File: src/design/rti_pkg.sv
// Shared types, widths and latencies for the ray/triangle intersection pipeline.
package rti_pkg;

  // coordinate and derived widths
  localparam int CW   = 32;            // coordinate width
  localparam int FB   = 16;            // fraction bits
  localparam int DW   = CW + 1;        // coordinate difference
  localparam int PW   = 2 * DW;        // product of two differences
  localparam int MW   = PW + 1;        // 2x2 minor
  localparam int LOW  = DW + 1;        // low slice of a minor fed to one multiplier
  localparam int TW   = MW + DW;       // minor times difference
  localparam int DETW = TW + 2;        // sum of three terms
  localparam int QB   = CW + 2;        // quotient bits kept by the divider
  localparam int RW   = DETW + QB;     // divider remainder width

  // pipeline latencies
  localparam int DET_LAT  = 5;
  localparam int DIV_LAT  = QB + 2;
  localparam int SIDE_LAT = DET_LAT + DIV_LAT;
  localparam int VLEN     = SIDE_LAT + 4;

  // configuration port
  localparam int CFG_AW = 4;

  typedef logic signed [CW-1:0]   coord_t;
  typedef logic signed [DW-1:0]   diff_t;
  typedef logic signed [DETW-1:0] det_t;

  localparam coord_t CMAX = {1'b0, {(CW-1){1'b1}}};
  localparam coord_t CMIN = {1'b1, {(CW-1){1'b0}}};
  localparam logic [QB-1:0] ONE_Q = QB'(64'd1 << FB);

  typedef enum logic [1:0] {
    REG_EYE_X = 2'd0,
    REG_EYE_Y = 2'd1,
    REG_EYE_Z = 2'd2,
    REG_NEAR  = 2'd3
  } reg_idx_t;

  typedef struct packed {
    coord_t dir_x;
    coord_t dir_y;
    coord_t dir_z;
    coord_t a_x;
    coord_t a_y;
    coord_t a_z;
    coord_t b_x;
    coord_t b_y;
    coord_t b_z;
    coord_t c_x;
    coord_t c_y;
    coord_t c_z;
  } in_item_t;

  typedef struct packed {
    logic   hit;
    logic   beyond_near;
    coord_t ray_param;
    coord_t hit_x;
    coord_t hit_y;
    coord_t hit_z;
  } out_result_t;

  typedef struct packed {
    coord_t eye_x;
    coord_t eye_y;
    coord_t eye_z;
    coord_t near_distance;
  } cfg_regs_t;

  typedef struct packed {
    diff_t x;
    diff_t y;
    diff_t z;
  } vec_t;

  typedef struct packed {
    logic          ovf;
    logic          neg;
    logic [QB-1:0] mag;
  } quo_t;

  typedef struct packed {
    coord_t ax;
    coord_t ay;
    coord_t az;
    vec_t   ba;
    vec_t   ca;
  } side_t;

endpackage

File: src/design/rti_cfg.sv
// Configuration register file behind the APB-style port.
module rti_cfg (
  input  logic                       clk,
  input  logic                       rst_n,
  input  logic                       psel,
  input  logic                       penable,
  input  logic                       pwrite,
  input  logic [rti_pkg::CFG_AW-1:0] paddr,
  input  logic [31:0]                pwdata,
  output logic [31:0]                prdata,
  output logic                       pready,
  output rti_pkg::cfg_regs_t         regs_o
);
  import rti_pkg::*;

  cfg_regs_t regs_r, regs_nxt;
  reg_idx_t  idx;
  logic      wr;

  assign idx    = reg_idx_t'(paddr[CFG_AW-1:2]);
  assign wr     = psel & penable & pwrite;
  assign pready = 1'b1;
  assign regs_o = regs_r;

  // decode the write word
  always_comb begin
    regs_nxt = regs_r;
    if (wr) begin
      unique case (idx)
        REG_EYE_X: regs_nxt.eye_x         = pwdata;
        REG_EYE_Y: regs_nxt.eye_y         = pwdata;
        REG_EYE_Z: regs_nxt.eye_z         = pwdata;
        REG_NEAR:  regs_nxt.near_distance = pwdata;
        default:   regs_nxt = regs_r;
      endcase
    end
  end

  // read back
  always_comb begin
    unique case (idx)
      REG_EYE_X: prdata = regs_r.eye_x;
      REG_EYE_Y: prdata = regs_r.eye_y;
      REG_EYE_Z: prdata = regs_r.eye_z;
      REG_NEAR:  prdata = regs_r.near_distance;
      default:   prdata = '0;
    endcase
  end

  always_ff @(posedge clk) begin
    if (!rst_n) begin
      regs_r <= '0;
    end else begin
      regs_r <= regs_nxt;
    end
  end

endmodule

File: config.mk
export PLATFORM = sky130hd
export DESIGN_NAME = rti_cfg
export DESIGN_NICKNAME = d
export VERILOG_FILES = /design/src/design/rti_pkg.sv /design/src/design/rti_cfg.sv
export SDC_FILE = /design/constraint.sdc
export NUM_CORES = 1
export LEC_CHECK = 0
export BUFFER_PORTS_ARGS = -buffer_cell sky130_fd_sc_hd__buf_4
export CAP_MARGIN = 0
export CORE_UTILIZATION = 40
export CTS_CLUSTER_DIAMETER = 40
export DETAILED_ROUTE_END_ITERATION = 6
export PLACE_DENSITY = 0.64
export SLEW_MARGIN = 0
export SYNTH_ARGS = -nofsm -noshare
export SYNTH_HDL_FRONTEND = slang
export SYNTH_SLANG_ARGS = --single-unit
File: constraint.sdc
create_clock -name clk -period 1.6 [get_ports clk]
set_clock_uncertainty 0.1 [all_clocks]
set_input_delay 0.08 -clock clk [delete_from_list [all_inputs] [get_ports clk]]
set_output_delay 0.08 -clock clk [all_outputs]
set_load 0.05 [all_outputs]
Word-level counts from Yosys, hierarchy flattened

Index checks and enable logic that the tools add are counted.

Bits in registers: 128
Bits of input ports: 41
Output and inout bits: 161

Equal/unequal tests: 3
Muxes and demuxes: 1
Bitwise operators: 2
Reduce and logical (&&, ||, !) cells: 5

Operator list:

| operator             | number |
|---|---|
| $pmux W32 S4         | 1 |
| $reduce_and A2 Y1    | 4 |
| $eq A2 B2 Y1 const B | 2 |
| $and A1 B1 Y1        | 2 |
| $eq A2 B1 Y1 const B | 1 |
| $logic_not A2 Y1     | 1 |

Logic depth before layout (Yosys ltp)

Gate-level depths: netlist (run 1).

Depth in word-level cells: 3
Gate-level depth with buffers: 6

Least setup slack after synthesis (run 1)

OpenSTA, ideal clock, no wires.

Path type: input-to-output
Start point: input paddr[3] (netlist bit)
End point: output prdata[0]
Arrival: 1.217 ns
Required time: 1.420 ns
Path slack: 0.203 ns
Stages: 4
Path through: buf_4 -> buf_2 -> buf_2 -> mux4_2

Word-level cells in the longest chain between the ends: 2
Elaborated cells between the ends (all ways): 5
Classes of those cells: eq/ne (3); mux (1); reduce/logical (1)

RTL lines:

| item                                 | RTL line      | RTL |
|---|---|---|
| from (decl)                          | rti_cfg.sv:8  | `input logic [rti_pkg::CFG_AW-1:0] paddr,` |
| $eq A2 B2 Y1 (tied with other cells) | rti_cfg.sv:41 | `unique case (idx)` |
| $pmux W32 S4 (*)                     | rti_cfg.sv:41 |  |
| to (decl)                            | rti_cfg.sv:10 | `output logic [31:0] prdata,` |

Every way passes the cells marked *; elsewhere a longest branch is shown, timed or not.

Worst setup path in the final report (run 1)

Start point: register regs_r (netlist bit regs_o[10])
End point: output prdata[10]

Word-level cells in the longest chain between the ends: 1

RTL lines:

| item                   | RTL line      | RTL |
|---|---|---|
| from (decl)            | rti_cfg.sv:16 | `cfg_regs_t regs_r, regs_nxt;` |
| from (signal assigned) | rti_cfg.sv:54 | `regs_r <= regs_nxt;` |
| $pmux W32 S4           | rti_cfg.sv:41 |  |

No other way between the ends.

==> results of run 1 <==
cells by family after synthesis:
kind of cell	Yosys count	synth area share
AND/OR/NAND/NOR	166	0.117
flip-flops	128	0.468
other	1	0.000686
buffers and inverters	42	0.0478
multiplexers	160	0.366
area by class of cell:
class	count	area, um2	share of cell area
Timing Repair Buffer	269	2420	0.286
Inverter	1	3.75	0.000444
Clock buffer	22	464	0.0549
Clock inverter	8	65.1	0.00770
Sequential cell	128	2620	0.310
Tap cell	176	220	0.0261
Multi-Input combinational cell	327	2660	0.315
metal layers:
| metal | wire [um] | vias up | share of wire |
|---|---|---|---|
| met5 | 0 | - | 0 |
| met4 | 213 | 0 | 0.014 |
| met3 | 718 | 15 | 0.047 |
| met2 | 7710 | 155 | 0.50 |
| met1 | 6640 | 2263 | 0.43 |
| li1 | - | 2196 | - |
path summary, 6_finish.rpt:
check / from / to / slack (ps) / depth (start not counted)
hold reg to reg: regs_o[47] / regs_o[47] / 360 / 2
setup / recovery: regs_o[10] / prdata[10] / 8 / 2
hold / removal: paddr[3] / regs_o[125] / 170 / 4
setup reg to reg: regs_o[107] / regs_o[107] / 780 / 3
power breakdown:
group	internal [W]	leakage, nW	switching (W)	total [W]
Sequential	0.00324	1.06	0.0000344	0.00327
Clock	0.00218	0.269	0.00129	0.00347
Combinational	0.000334	2.63	0.000464	0.000797
cells in the final DEF, fill, tap and decap left out, types with 2 or more instances in the layout:
| master | instances |
|---|---|
| buf_12 | 10 |
| buf_4 | 194 |
| buf_6 | 13 |
| buf_8 | 19 |
| clkbuf_1 | 3 |
| clkbuf_16 | 17 |
| clkbuf_8 | 2 |
| clkinv_2 | 7 |
| dfxtp_1 | 80 |
| dfxtp_2 | 48 |
| dlygate4sd3_1 | 33 |
| mux2i_1 | 128 |
| mux4_2 | 32 |
| nand2_1 | 160 |
worst reg2reg max path, delay by kind of cell (launching register included):
family,cells,cell delay [ps]
flops,1,320
buf+inv,1,140
simple gates,1,70
mux,1,70
through the flow:
step                      instances  total power (W)   util  instance area [um2]  setup TNS, ps
after floorplan                 497          0.00379      -                 5470              0
after global placement          848          0.00403  0.541                 7190              0
after detailed placement        848          0.00404  0.541                 7190              0
after CTS                       916          0.00759  0.618                 8220          -29.3
after global routing            931          0.00782  0.636                 8450           -331
final                           931          0.00753  0.636                 8450              0
what timing repair did:
| action | CTS | global route |
|---|---|---|
| endpoints found under the setup margin | 25 | 28 |
| endpoints found under the hold margin | 128 | 0 |
| buffers inserted | 5 | 15 |
| hold buffers | 33 | 0 |
| resized for setup | 42 | 57 |
| gates cloned | 0 | 0 |
==> metrics.md, run 1 <==
| Metric | Value |
|---|---|
| CTS clock-pin slew for the worst setup and hold paths | 50 ps |
| Post-synthesis sequential area ratio | 0.468 |
| Clk buf depth | 2 |
| Num rows | 42 |
| Most Crowded Layer GR | met2 |
| Clock Root Buffer | clkbuf_16 |
| Layout cell share with drive strength beyond 1 | 0.461 |
| CTS H-tree lvls | 4 |
| WS Path Type | reg2out |
| Pin count of the biggest net entering global routing | 65 |
| CP top delay family | multiplexers |
| Tmin final | roughly 1600 ps |
| Met2 track demand over resource | 0.372 |
| Async SR Flop Fraction | 0 |
| Worst-path fanout max | 3 |
| Fillers | about 1,100 |
| Syn Area/Cell | 11.0 um2 |
| Max Cap Viol | 0 |
| RSZ-0062 raised after global routing | true |
| Place WS | 150 ps |
| Number of synthesized flops with an enable pin | 0 |
| Yosys top cell by area | dfxtp_1 |
| Total vias in the final route | 4,629 |
| Pins over their slew limit | 0 |
| Startpoint types | flop |
| Crit. End Element | output port |
| Synth top cells by count | nand2_1, dfxtp_1, mux2i_1, mux4_2, clkbuf_1 |
| Area share of the largest cell type after synthesis | 0.468 |
| Warnings from Yosys | 0 |
| Antenna Nets Post-Route | 0 |
| Flops & latches, synth | 128 |
| Req. time, crit path | around 1400 ps |
| Clock latency on the worst-skew pair | 410 ps |
| Max reg flops | 128 |
| Leak | 3.95 nW |
| Post-synthesis cell area | between 5000 and 6000 um2 |
| Number of global-route vias before repair | 4,455 |
| CTS sink count | about 130 |
| Core area | 13,300 um2 |
| Status | complete, no violations |
| Final hold vios | 0 |
| Grt ovf | 0 |
| Iter 0 DRT Violations | just under 200 |
| Slowest CP cell | mux4_2 |
| Slowest stage delay, CP | 500 ps |
| PnR worst setup slack | ~8.1 ps |
| Gr usage total | 0.216 |
| Count of cell types in the netlist | 16 |
| Die Y | 119 um |
| PD cells | 891 nW/um2 |
| Hold_ws | 168 ps |
| First-pass DRT Iterations | 6 |
| GR met3 Demand/Resource | 0.0498 |
| Layout Nets | a little under 800 |
| Crit path cell chain | mux4_2 -> buf_8 |
| WL per Instance | 16.4 um |
| Post-Syn Instances | ~500 |
| Setup violators final | 0 |
| Routability cong. | 0.786 |
| Starting Density | 0.411 |
| Ant. Diodes | 0 |
| Die width | 119 um |
| # port buffers | approximately 200 |
| Worst VDD drop | between 0.0006 and 0.0007 V |
| First-pass GRT wire length | 23,700 um |
| DRC Markers | 0 |
| Initial antenna violation count | 0 |
| Cell with the most instances after synthesis | nand2_1 |
| TritonCTS clock tree | built |
| Via density | 4.97 |
| Hpwl dp | a little over 10,000 um |
| Hold/Removal Path Class | in2reg |
| Max Clock Freq | 0.628 GHz |
| Mapped Nets | about 540 |
| I/O pin cnt | 202 |
| Arr. time, crit path | 1410 ps |
| CTS buffer count | 17 |
| Grt met1 use | 0.260 |
| Predominant post-synthesis flop cell | dfxtp_1 |
| Largest cells by area after synthesis | dfxtp_1, mux2i_1, mux4_2 |
| Area Overhead vs Synth | 54.5% |
| Die Area | roughly 14,000 um2 |
| Critical path buffer and inverter count | 1 |
| Routed wire length | 15,300 um |
| Fin crit share | 0.995 |
Power figures use the tool's default switching activity.
==> run 2, diff against run 1 <==
- PLACE_DENSITY: 0.64 -> 0.76
==> metrics.md, run 2 (synthesized netlist as in run 1, its figures left out) <==
| Metric | Value |
|---|---|
| Fin crit share | 0.999 (was 0.995) |
| Hold/Removal Path Class | in2reg (unchanged) |
| I/O pin cnt | 202 (unchanged) |
| RSZ-0062 raised after global routing | true (unchanged) |
| WS Path Type | reg2out (unchanged) |
| Hold Crit Depth | 4 (unchanged) |
| CTS H-tree lvls | 4 (unchanged) |
| Clock latency on the worst-skew pair | 410 ps (about the same) |
| Die Area | 14,100 um2 (unchanged) |
| Worst VDD drop | 0.000775 V (was 0.000652 V) |
| Core area | 13,300 um2 (unchanged) |
| # port buffers | 198 (unchanged) |
| Iter 0 DRT Violations | 225 (was 195) |
| Arr. time, crit path | 1420 ps (was 1410 ps) |
| Antenna Nets Post-Route | 0 (unchanged) |
| Area Overhead vs Synth | 57.1% (was 54.5%) |
| Max reg flops | 128 (unchanged) |
| Number of global-route vias before repair | 4,747 (was 4,455) |
| Clock Root Buffer | clkbuf_16 (unchanged) |
| Layout cell share with drive strength beyond 1 | 0.476 (was 0.461) |
| Tmin final | 1600 ps (was 1590 ps) |
| Req. time, crit path | 1420 ps (about the same) |
| CTS sink count | 128 (unchanged) |
| Startpoint types | flop (unchanged) |
| Power consumption | 0.00830 W (was 0.00753 W) |
| HP Start | paddr[2] (was paddr[3]) |
| Routed wire length | 15,800 um (was 15,300 um) |
| Placed Instances | 843 (was 848) |
| Num rows | 42 (unchanged) |
| Clk buf depth | 2 (unchanged) |
| Setup crit start | regs_o[41] (was regs_o[10]) |
| CTS buffer count | 17 (unchanged) |
| First-pass DRT Iterations | 4 (was 6) |
| TritonCTS clock tree | built (unchanged) |
| Worst reg2reg startpoint | regs_o[5] (was regs_o[107]) |
| Pin count of the biggest net entering global routing | 59 (was 65) |
| Starting Density | 0.411 (unchanged) |
| Most common cell after layout, fill and taps aside | buf_4 (unchanged) |
| Total vias in the final route | 4,779 (was 4,629) |
| Setup violators final | 0 (unchanged) |
| Grt ovf | 0 (unchanged) |
| Routability cong. | 0.735 (was 0.786) |
| Max Cap Viol | 0 (unchanged) |
| Die Y | 119 um (unchanged) |
| First-pass GRT wire length | 24,200 um (was 23,700 um) |
| Leak | 4.00 nW (was 3.95 nW) |
| Gr usage total | 0.219 (was 0.216) |
| Final hold vios | 0 (unchanged) |
| Worst R2R Setup Slack | 700 ps (was 780 ps) |
| Die width | 119 um (unchanged) |
| Hpwl dp | 9920 um (was 10,300 um) |
| Via density | 5.11 (was 4.97) |
| CTS clock-pin slew for the worst setup and hold paths | 50 ps (about the same) |
| Crit. End Element | output port (unchanged) |
| Initial antenna violation count | 0 (unchanged) |
| Worst-path fanout max | 3 (unchanged) |
| Layout Nets | 787 (was 785) |
| Status | complete, no violations (unchanged) |
| Ant. Diodes | 0 (unchanged) |
| WL per Instance | 16.9 um (was 16.4 um) |
| Reg2reg end | regs_o[5] (was regs_o[107]) |
| Most frequent cells in the layout | buf_4, nand2_1, mux2i_1 (unchanged) |
| Non-Filler Instances | 935 (was 931) |
| Max Clock Freq | 0.626 GHz (was 0.628 GHz) |
| Fin Setup TNS | 0 ps (unchanged) |
| PD cells | 965 nW/um2 (was 891 nW/um2) |
| DRC Markers | 0 (unchanged) |
| Hold endpoint | regs_o[60] (was regs_o[125]) |
| R2R cell count | 4 (was 3) |
| Pins over their slew limit | 0 (unchanged) |
[run 2: cell types whose count changed in the layout (fill, tap and decap cells not counted), moves of 2 or more]
cell | before | now
buf_4 | 194 | 196
bufinv_16 | 1 | 5
clkbuf_1 | 3 | 0
clkinv_2 | 7 | 3
clkinvlp_4 | 0 | 4
dfxtp_1 | 80 | 74
dfxtp_2 | 48 | 54
[run 2: metrics by stage]
step | hold WS (ps) | utilization | setup slack, ps | area (um2)
floorplan | 184 | - | 203 | 5470
global placement | 292 | 0.538 | 161 | 7150
detailed placement | 315 | 0.538 | 140 | 7150
CTS | 105 | 0.630 | -8.85 | 8380
global route | 117 | 0.646 | -33.7 | 8590
finish | 113 | 0.646 | 1.78 | 8590
[run 2: worst max-delay path by stage]
stage                  to  slack [ps]  depth (start not counted)
6_report        prdata[9]           2                          2
3_5_place_dp   regs_o[15]         140                          5
5_1_grt        prdata[11]         -30                          2
4_1_cts        prdata[11]          -9                          2
3_3_place_gp   regs_o[13]         160                          5
2_1_floorplan   prdata[0]         200                          4
[run 2: layout make-up]
| cell class | instances | area (um2) |
|---|---|---|
| inverters | 1 | 3.75 |
| well taps | 176 | 220 |
| flip-flops and latches | 128 | 2630 |
| clock buffers | 18 | 439 |
| fillers | 987 | 4700 |
| clock inverters | 14 | 213 |
| repair buffers | 271 | 2430 |
| multi-input cells | 327 | 2660 |
[run 2: layer usage]
layer,global-route usage,share of wire,up-vias,routed length (um)
met5,0,0,-,0
li1,-,-,2215,-
met1,0.255,0.42,2353,6590
met2,0.382,0.51,186,8090
met3,0.0637,0.058,25,924
met4,0.0791,0.015,0,243
[run 2: report_power, final]
part / switching [W] / internal, W / leakage [nW]
registers: 0.0000333 / 0.00323 / 1.06
clock network: 0.00142 / 0.00280 / 0.308
logic: 0.000469 / 0.000337 / 2.63
total: 0.00193 / 0.00637 / 4.00
[run 2: what timing repair did]
action / CTS / global route
hold buffers: 33 / 0
endpoints found under the setup margin: 24 / 31
resized for setup: 50 / 54
endpoints found under the hold margin: 128 / 0
buffers inserted: 13 / 14
[run 2: worst max-delay path, stage by stage, from the launching register on]
cell and delay (ps):
dfxtp_2 330, mux4_2 500, buf_8 170
